===== config.mk =====
export PLATFORM = sky130hd
export DESIGN_NAME = scaled_clock_bank
export DESIGN_NICKNAME = d
export VERILOG_FILES = /design/src/scb_pkg.sv /design/src/scb_ram.sv /design/src/scb_mul.sv /design/src/scaled_clock_bank.sv
export SDC_FILE = /design/constraint.sdc
export NUM_CORES = 2
export LEC_CHECK = 0
export BUFFER_PORTS_ARGS = -buffer_cell sky130_fd_sc_hd__buf_2
export CORE_UTILIZATION = 41
export CTS_CLUSTER_DIAMETER = 120
export DETAILED_ROUTE_END_ITERATION = 8
export PLACE_DENSITY_LB_ADDON = 0.2
export SYNTH_ARGS = -nofsm -noshare
export SYNTH_HDL_FRONTEND = slang
export SYNTH_SLANG_ARGS = --single-unit

===== constraint.sdc =====
create_clock -name clk -period 15.5 [get_ports clk]
set_input_delay 1.55 -clock clk [delete_from_list [all_inputs] [get_ports clk]]
set_output_delay 1.55 -clock clk [all_outputs]
set_load 0.01 [all_outputs]

===== src/scb_pkg.sv =====
// Package for the scaled clock bank: widths, entry layout, action and
// sequencer codes, and the reciprocal used for the divide by 1000.
// No dependencies.
package scb_pkg;

  localparam int NUM_CLOCKS_DEF = 8;

  localparam int IDX_W  = 3;
  localparam int VAL_W  = 32;
  localparam int TIME_W = 32;
  localparam int FRAC_W = 16;
  localparam int RATE_W = 16;
  localparam int ENT_W  = TIME_W + FRAC_W + RATE_W;

  // stream word widths (fields packed from bit 0, padded to bytes)
  localparam int IN_W  = 40;
  localparam int OUT_W = 56;

  localparam logic [RATE_W-1:0] RATE_RST = 16'd1000;

  // (d << 16) / 1000 == (d << 13) / 125 == (d * RECIP_1000) >> 23 for d < 2^16
  localparam logic [31:0] RECIP_1000  = 32'd549755814;  // ceil(2^36 / 125)
  localparam int          RECIP_SHIFT = 23;
  localparam int          QUO_W       = 23;

  typedef enum logic [2:0] {
    ACT_TICK,
    ACT_WR_TIME,
    ACT_WR_RATE,
    ACT_START,
    ACT_STOP,
    ACT_RESET,
    ACT_RESTART,
    ACT_READ
  } action_t;

  typedef enum logic [2:0] {
    ST_IDLE,
    ST_DIV,
    ST_QUO,
    ST_BANK,
    ST_RD,
    ST_UPD,
    ST_OUT
  } state_t;

  typedef struct packed {
    logic [RATE_W-1:0] rate;
    logic [FRAC_W-1:0] frac;
    logic [TIME_W-1:0] tm;
  } entry_t;

endpackage


===== src/scb_ram.sv =====
// Generic simple dual-port RAM: one write port, one read port, registered read.
// No dependencies.
module scb_ram #(
  parameter int WIDTH = 64,
  parameter int DEPTH = 8,
  parameter int AW    = (DEPTH > 1) ? $clog2(DEPTH) : 1
) (
  input  logic             clk,
  input  logic             we,
  input  logic [AW-1:0]    waddr,
  input  logic [WIDTH-1:0] wdata,
  input  logic             re,
  input  logic [AW-1:0]    raddr,
  output logic [WIDTH-1:0] rdata
);

  logic [WIDTH-1:0] mem_r [DEPTH];
  logic [WIDTH-1:0] rdata_r;

  always_ff @(posedge clk) begin
    if (we) begin
      mem_r[waddr] <= wdata;
    end
    if (re) begin
      rdata_r <= mem_r[raddr];
    end
  end

  assign rdata = rdata_r;

endmodule


===== src/scb_mul.sv =====
// Shared 32x32 multiplier with registered product.
// Used for the reciprocal divide and for the per-clock rate scaling.
module scb_mul (
  input  logic        clk,
  input  logic        en,
  input  logic [31:0] a,
  input  logic [31:0] b,
  output logic [63:0] prod
);

  logic [63:0] prod_r;

  always_ff @(posedge clk) begin
    if (en) begin
      prod_r <= a * b;
    end
  end

  assign prod = prod_r;

endmodule


===== src/scaled_clock_bank.sv =====
// Scaled clock bank top level: sequencer, entry RAM and shared multiplier.
// Depends on scb_pkg, scb_ram and scb_mul.
//
// Usage:
//   in_*  : one word per action (tick, time write, rate write, start, stop,
//           reset, restart, read) addressed to one clock of the bank.
//   out_* : exactly one result word per action: the addressed clock's time,
//           rate and running flag after the action (all zero when the index
//           lies beyond the bank).
// Sequencing (one word in flight at a time, in_tready low while busy):
//   non-tick actions: from accept to out_tvalid the word passes the entry
//     read, update and output load states; the next word is taken after that.
//   tick: the divide, quotient and bank sweep states come before the same
//     read, update and output load. The divide by 1000 runs through the shared
//     multiplier; then the bank sweep reads one clock per cycle from the entry
//     RAM, scales its rate in the same multiplier and, for a running clock,
//     writes it back after the RAM read and product registers, then drains.
// Reset: rst_n (synchronous, active low) clears the sequencer, the last
//   global time, the running flags and the per-entry valid bits; an entry
//   whose valid bit is clear reads as time 0, fraction 0, rate 1000.
// Stall: the result sits in the output register until out_tready; the block
//   accepts the next word meanwhile and holds its next result until the
//   output register is free.
module scaled_clock_bank
  import scb_pkg::*;
#(
  parameter int NUM_CLOCKS = NUM_CLOCKS_DEF
) (
  input  logic             clk,
  input  logic             rst_n,
  // in_tdata: [2:0] action, [5:3] clock_index, [37:6] value, [39:38] zero
  input  logic             in_tvalid,
  output logic             in_tready,
  input  logic [IN_W-1:0]  in_tdata,
  // out_tdata: [31:0] clock_time, [47:32] clock_rate, [48] clock_running,
  //            [55:49] zero
  output logic             out_tvalid,
  input  logic             out_tready,
  output logic [OUT_W-1:0] out_tdata
);

  localparam int AW = (NUM_CLOCKS > 1) ? $clog2(NUM_CLOCKS) : 1;
  localparam int CW = $clog2(NUM_CLOCKS + 1);

  localparam entry_t ENT_RST = '{rate: RATE_RST, frac: '0, tm: '0};

  // sequencer and latched input word
  state_t              state_r, state_nxt;
  action_t             act_r, act_nxt;
  logic [IDX_W-1:0]    idx_r, idx_nxt;
  logic [VAL_W-1:0]    val_r, val_nxt;
  logic [VAL_W-1:0]    last_r, last_nxt;
  logic [31:0]         per_unit_r, per_unit_nxt;
  logic [CW-1:0]       cnt_r, cnt_nxt;

  // sweep pipeline: stage 1 = RAM data out, stage 2 = product ready
  logic                v1_r, v1_nxt;
  logic                v2_r, v2_nxt;
  logic [AW-1:0]       k1_r, k1_nxt;
  logic [AW-1:0]       k2_r, k2_nxt;
  logic                run1_r, run1_nxt;
  logic                vld1_r, vld1_nxt;
  logic                run2_r, run2_nxt;
  logic [TIME_W-1:0]   tm2_r, tm2_nxt;
  logic [FRAC_W-1:0]   frac2_r, frac2_nxt;
  logic [RATE_W-1:0]   rate2_r, rate2_nxt;

  logic [OUT_W-1:0]    res_r, res_nxt;
  logic                out_tvalid_r, out_tvalid_nxt;
  logic [OUT_W-1:0]    out_tdata_r, out_tdata_nxt;

  // per-clock flops
  logic                ent_vld_r [NUM_CLOCKS];
  logic                running_r [NUM_CLOCKS];

  logic                ram_we, ram_re;
  logic [AW-1:0]       ram_waddr, ram_raddr;
  logic [ENT_W-1:0]    ram_wdata, ram_rdata;
  logic                run_we, run_wval;

  logic                mul_en;
  logic [31:0]         mul_a, mul_b;
  logic [63:0]         mul_prod;

  logic                idx_ok;
  logic [AW-1:0]       idx_addr;
  logic [VAL_W-1:0]    diff;
  entry_t              ent_rd;
  entry_t              ent_upd;
  logic                run_upd;
  logic [31:0]         sum;
  logic [AW-1:0]       iss_addr;

  assign idx_ok   = int'(idx_r) < NUM_CLOCKS;
  assign idx_addr = AW'(idx_r);
  assign diff     = val_r - last_r;
  assign ent_rd   = vld1_r ? entry_t'(ram_rdata) : ENT_RST;
  assign sum      = {16'b0, frac2_r} + mul_prod[31:0];
  assign iss_addr = cnt_r[AW-1:0];

  assign in_tready  = (state_r == ST_IDLE);
  assign out_tvalid = out_tvalid_r;
  assign out_tdata  = out_tdata_r;

  scb_ram #(
    .WIDTH (ENT_W),
    .DEPTH (NUM_CLOCKS),
    .AW    (AW)
  ) u_ram (
    .clk   (clk),
    .we    (ram_we),
    .waddr (ram_waddr),
    .wdata (ram_wdata),
    .re    (ram_re),
    .raddr (ram_raddr),
    .rdata (ram_rdata)
  );

  scb_mul u_mul (
    .clk  (clk),
    .en   (mul_en),
    .a    (mul_a),
    .b    (mul_b),
    .prod (mul_prod)
  );

  always_comb begin
    state_nxt      = state_r;
    act_nxt        = act_r;
    idx_nxt        = idx_r;
    val_nxt        = val_r;
    last_nxt       = last_r;
    per_unit_nxt   = per_unit_r;
    cnt_nxt        = cnt_r;
    v1_nxt         = 1'b0;
    v2_nxt         = 1'b0;
    k1_nxt         = k1_r;
    k2_nxt         = k2_r;
    run1_nxt       = run1_r;
    vld1_nxt       = vld1_r;
    run2_nxt       = run2_r;
    tm2_nxt        = tm2_r;
    frac2_nxt      = frac2_r;
    rate2_nxt      = rate2_r;
    res_nxt        = res_r;
    out_tvalid_nxt = out_tvalid_r;
    out_tdata_nxt  = out_tdata_r;

    ram_we    = 1'b0;
    ram_waddr = k2_r;
    ram_wdata = {rate2_r, sum[FRAC_W-1:0], tm2_r + {16'b0, sum[31:16]}};
    ram_re    = 1'b0;
    ram_raddr = idx_addr;
    run_we    = 1'b0;
    run_wval  = 1'b0;
    mul_en    = 1'b0;
    mul_a     = per_unit_r;
    mul_b     = {16'b0, ent_rd.rate};
    ent_upd   = ent_rd;
    run_upd   = run1_r;

    if (out_tvalid_r && out_tready) begin
      out_tvalid_nxt = 1'b0;
    end

    unique case (state_r)
      ST_IDLE: begin
        if (in_tvalid) begin
          act_nxt   = action_t'(in_tdata[2:0]);
          idx_nxt   = in_tdata[5:3];
          val_nxt   = in_tdata[37:6];
          state_nxt = (action_t'(in_tdata[2:0]) == ACT_TICK) ? ST_DIV : ST_RD;
        end
      end

      ST_DIV: begin
        // only the low 16 bits of diff survive the 32-bit shift by 16
        mul_en    = 1'b1;
        mul_a     = {16'b0, diff[15:0]};
        mul_b     = RECIP_1000;
        last_nxt  = val_r;
        cnt_nxt   = '0;
        state_nxt = ST_QUO;
      end

      ST_QUO: begin
        per_unit_nxt = 32'(mul_prod[RECIP_SHIFT +: QUO_W]);
        state_nxt    = ST_BANK;
      end

      ST_BANK: begin
        // issue one read per cycle
        if (int'(cnt_r) < NUM_CLOCKS) begin
          ram_re    = 1'b1;
          ram_raddr = iss_addr;
          cnt_nxt   = CW'(cnt_r + 1'b1);
          v1_nxt    = 1'b1;
          k1_nxt    = iss_addr;
          run1_nxt  = running_r[iss_addr];
          vld1_nxt  = ent_vld_r[iss_addr];
        end
        // stage 1: scale rate
        if (v1_r) begin
          mul_en    = 1'b1;
          v2_nxt    = 1'b1;
          k2_nxt    = k1_r;
          run2_nxt  = run1_r;
          tm2_nxt   = ent_rd.tm;
          frac2_nxt = ent_rd.frac;
          rate2_nxt = ent_rd.rate;
        end
        // stage 2: accumulate fraction, carry into time
        if (v2_r && run2_r) begin
          ram_we = 1'b1;
        end
        if (int'(cnt_r) == NUM_CLOCKS && !v1_r && !v2_r) begin
          state_nxt = ST_RD;
        end
      end

      ST_RD: begin
        ram_re    = 1'b1;
        ram_raddr = idx_addr;
        run1_nxt  = idx_ok ? running_r[idx_addr] : 1'b0;
        vld1_nxt  = idx_ok ? ent_vld_r[idx_addr] : 1'b0;
        state_nxt = ST_UPD;
      end

      ST_UPD: begin
        unique case (act_r)
          ACT_WR_TIME: ent_upd.tm   = val_r;
          ACT_WR_RATE: ent_upd.rate = val_r[RATE_W-1:0];
          ACT_START:   run_upd      = 1'b1;
          ACT_STOP:    run_upd      = 1'b0;
          ACT_RESET: begin
            ent_upd.tm   = '0;
            ent_upd.frac = '0;
          end
          ACT_RESTART: begin
            ent_upd.tm   = '0;
            ent_upd.frac = '0;
            run_upd      = 1'b1;
          end
          ACT_TICK, ACT_READ: ;
        endcase
        if (idx_ok) begin
          ram_we    = (act_r == ACT_WR_TIME) || (act_r == ACT_WR_RATE) ||
                      (act_r == ACT_RESET) || (act_r == ACT_RESTART);
          ram_waddr = idx_addr;
          ram_wdata = ent_upd;
          run_we    = (act_r == ACT_START) || (act_r == ACT_STOP) ||
                      (act_r == ACT_RESTART);
          run_wval  = run_upd;
          res_nxt   = {7'b0, run_upd, ent_upd.rate, ent_upd.tm};
        end else begin
          res_nxt   = '0;
        end
        state_nxt = ST_OUT;
      end

      ST_OUT: begin
        if (!out_tvalid_r || out_tready) begin
          out_tvalid_nxt = 1'b1;
          out_tdata_nxt  = res_r;
          state_nxt      = ST_IDLE;
        end
      end

      default: state_nxt = ST_IDLE;
    endcase
  end

  always_ff @(posedge clk) begin
    if (!rst_n) begin
      state_r      <= ST_IDLE;
      last_r       <= '0;
      cnt_r        <= '0;
      v1_r         <= 1'b0;
      v2_r         <= 1'b0;
      out_tvalid_r <= 1'b0;
    end else begin
      state_r      <= state_nxt;
      last_r       <= last_nxt;
      cnt_r        <= cnt_nxt;
      v1_r         <= v1_nxt;
      v2_r         <= v2_nxt;
      out_tvalid_r <= out_tvalid_nxt;
    end
  end

  always_ff @(posedge clk) begin
    act_r       <= act_nxt;
    idx_r       <= idx_nxt;
    val_r       <= val_nxt;
    per_unit_r  <= per_unit_nxt;
    k1_r        <= k1_nxt;
    k2_r        <= k2_nxt;
    run1_r      <= run1_nxt;
    vld1_r      <= vld1_nxt;
    run2_r      <= run2_nxt;
    tm2_r       <= tm2_nxt;
    frac2_r     <= frac2_nxt;
    rate2_r     <= rate2_nxt;
    res_r       <= res_nxt;
    out_tdata_r <= out_tdata_nxt;
  end

  // valid bits: an entry reads as its reset value until first written
  always_ff @(posedge clk) begin
    if (!rst_n) begin
      for (int i = 0; i < NUM_CLOCKS; i++) begin
        ent_vld_r[i] <= 1'b0;
        running_r[i] <= 1'b0;
      end
    end else begin
      if (ram_we) begin
        ent_vld_r[ram_waddr] <= 1'b1;
      end
      if (run_we) begin
        running_r[idx_addr] <= run_wval;
      end
    end
  end

endmodule


==> run_results.csv <==
group,metric,value,unit
worst_setup_path,startpoint_type,"flip-flop",
synthesis,netlist_instances,3820,
sta,slew_violations,0,
clock_network,cts_tree,"done",
synthesis,ys.flop_type,"edfxtp_1",
detailed_routing,totalWireLength,134000,um
worst_setup_path,cpMaxStageDelayCell,"o31ai_1",
worst_setup_path,endpoint_kind,"flip-flop",
synthesis,yosysTopAreaCellShare,0.497,
global_route,overflow,0,
worst_setup_path,crit_path_max_incr_delay,750,ps
clock_network,cts-root-buf,"clkbuf_16",
clock_network,clkTransAtPathRegs,60,ps
synthesis,yosysTopAreaCell,"edfxtp_1",
clock_network,clock_path_buffers,3,
sta,post-route-period-util,0.672,
clock_network,cts_buffers,94,
clock_network,cts_hold_buf,0,
die,top_level_ports,102,
final_layout,finalNetCount,4608,
global_route,grt_antenna_before_repair,6,
sta,skew,36.5,ps
final_layout,finalNonFillerCells,5657,
detailed_routing,drtPass1Iterations,5,
synthesis,synth_enable_flop_cells,854,
job,max_cap_violations,0,
die,die_area,0.127,mm2
sta,maxSlewHeadroom,0.220,
sta,rsz0062_at_grt,"false",
global_route,grt_pass1_wl,201000,um
placement,hpwl,92400,um
sta,fin_crit,10410,ps
detailed_routing,routed-via-count,30550,
worst_setup_path,critical_path_class,"flip-flop to flip-flop",
final_layout,multi_input_area,0.0226,mm2
placement,port_buffers,92,
global_route,grt_max_degree,129,
final_layout,drive_gt1_frac,0.134,
worst_setup_path,required,15930,ps
worst_setup_path,crit_top_cell,"inv_1",
synthesis,async_flop_share,0,
sta,worst_slew_pin_slew,1170,ps
final_layout,seq_area,0.0266,mm2
placement,gp_congestion,0.935,
min_path,min_path_type,"flip-flop to flip-flop",
synthesis,synth_seq_cells,902,
sta,hold_ws,402,ps
detailed_routing,drc,0,
global_route,gr-usage-all-layers,0.214,
synthesis,syn_area,0.0516,mm2
sta,clock.fmax,96.0,MHz
die,die_h,357,um
worst_setup_path,critPathMaxFanout,5,
detailed_routing,drt_iter0_markers,2574,
worst_setup_path,cp.arrival,10840,ps
clock_network,ctsHtreeMaxLevel,3,
clock_network,cts_setup_buffers,0,
sta,finalSetupViolCount,0,
detailed_routing,drt-wirelength-per-cell,23.6,um
placement,dp.cells,5482,
clock_network,cts_resized,0,
clock_network,clk_latency,690,ps
clock_network,cts_sinks,902,
final_layout,syn_to_final_growth,10.7,%
die,fp.dieW,357,um
final_layout,fill_cells,11182,
status,status,"finished clean",
synthesis,netlist_top_cells_area,"edfxtp_1 (50%), fa_1 (14%), ha_1 (6.3%)",
sta,setup_tns,0,ps
die,initial_core_util,0.415,
die,coreArea,0.124,mm2
detailed_routing,final_antenna_net_count,0,
sta,hold_viol_final,0,
synthesis,seq_area_frac_synth,0.516,
synthesis,ys_warn_count,0,
synthesis,synth_cell_types,81,
die,row_count,129,
global_route,grt_pass1_vias,31288,
synthesis,postSynthAreaPerCell,13.5,um2
detailed_routing,detail_route.vias_per_cell,5.40,
## kinds of logic after synthesis
group	share of synthesized area
AOI/OAI and AO/OA	0.0582
xor gates and xnor gates	0.0200
adders and majority gates	0.204
buffers and inverters	0.0515
DFF	0.516
muxes	0.0767
other	0.000146
and+or+nand+nor	0.0737
## final timing paths
| path | start | to | slack (ps) | cells after the start |
|---|---|---|---|---|
| min | res_r[23]$_DFFE_PP_ | out_tdata[23]$_DFFE_PP_ | 400 | 0 |
| max | val_r[0]$_DFFE_PP_ | u_mul.prod[39]$_DFFE_PP_ | 5090 | 36 |
| min reg2reg | res_r[23]$_DFFE_PP_ | out_tdata[23]$_DFFE_PP_ | 400 | 0 |
| max reg2reg | val_r[0]$_DFFE_PP_ | u_mul.prod[39]$_DFFE_PP_ | 5090 | 36 |
## layout by cell type (no fill, tap or decap), types with 9 or more instances in the layout
cell       synthesis  routed
edfxtp_1         854     854
inv_1            508     507
nand2_1          371     370
fa_1             362     362
ha_1             261     261
nor2_1           212     203
mux4_2           136     136
a21oi_1          119     118
o21ai_0           98      98
clkbuf_16          0      97
buf_2              8      92
and3_1            78      77
mux2_2            73      73
xnor2_1           71      71
and2_1            61      60
buf_4             14      55
dfxtp_1           48      48
xor2_1            47      47
a22o_1            47      47
a21o_1            34      34
clkinv_1           7      33
nand3_1           27      27
conb_1             2      27
o21a_1            22      22
nor2b_1           22      20
a21boi_0          19      19
clkbuf_1          95      17
nor3_1            17      16
nand4_1           14      14
o21bai_1          14      14
clkinv_2           0      14
a31oi_1           13      13
nand2b_1          13      12
o31ai_1           11      11
a211oi_1          10      10
o211ai_1           9       9
## area by class of cell
| class | instances | share of cell area |
|---|---|---|
| well taps | 1637 | 0.0359 |
| inverters | 516 | 0.0340 |
| repair buffers | 148 | 0.0156 |
| clock buffers | 114 | 0.0436 |
| multi-input cells | 2279 | 0.395 |
| clock inverters | 60 | 0.0101 |
| diodes | 1 | 0.0000438 |
| flip-flops and latches | 902 | 0.466 |
## cells in the mapped netlist, drive strengths merged (73+ instances only)
master and instances:
inv 509, nor2 212, nand2 371, mux2 73
ha 261, clkbuf 97, mux4 136, edfxtp 854
fa 362, o21ai 103, and3 81, a21oi 121
## state kept, by name (all words and copies together) (netlist names), 23 cells and up, named ones only
name	flops
val_r	32
u_ram.rdata	64
tm2_r	32
per_unit_r	23
res_r	49
out_tdata	49
u_mul.prod	46
u_ram.mem_r	512
## layer usage
metal | vias up | wire [um] | track usage
li1 | 13571 | - | -
met1 | 15820 | 60400 | 0.313
met2 | 963 | 61700 | 0.336
met3 | 196 | 8110 | 0.0313
met4 | 0 | 3410 | 0.0561
met5 | - | 0 | 0
## critical path: cells and delay by family, from the launching register on
| kind | cells | cell delay (ps) |
|---|---|---|
| and+or+nand+nor | 5 | 790 |
| AOI/OAI and AO/OA | 10 | 3440 |
| buffers and inverters | 9 | 740 |
| xor gates and xnor gates | 2 | 270 |
| adders and majority gates | 10 | 4440 |
| DFF | 1 | 470 |
## metrics by stage
stage	instance area, um2	setup slack, ps	utilization
finish	57100	5090	0.460
floorplan	51700	6900	-
detailed placement	54000	5350	0.435
global placement	54000	5330	0.435
CTS	57100	5350	0.460
global route	57100	4770	0.460
Power is left out: the tool's default activity adds up to more than one toggle a clock period on the data nets, which glitch-free logic cannot reach.
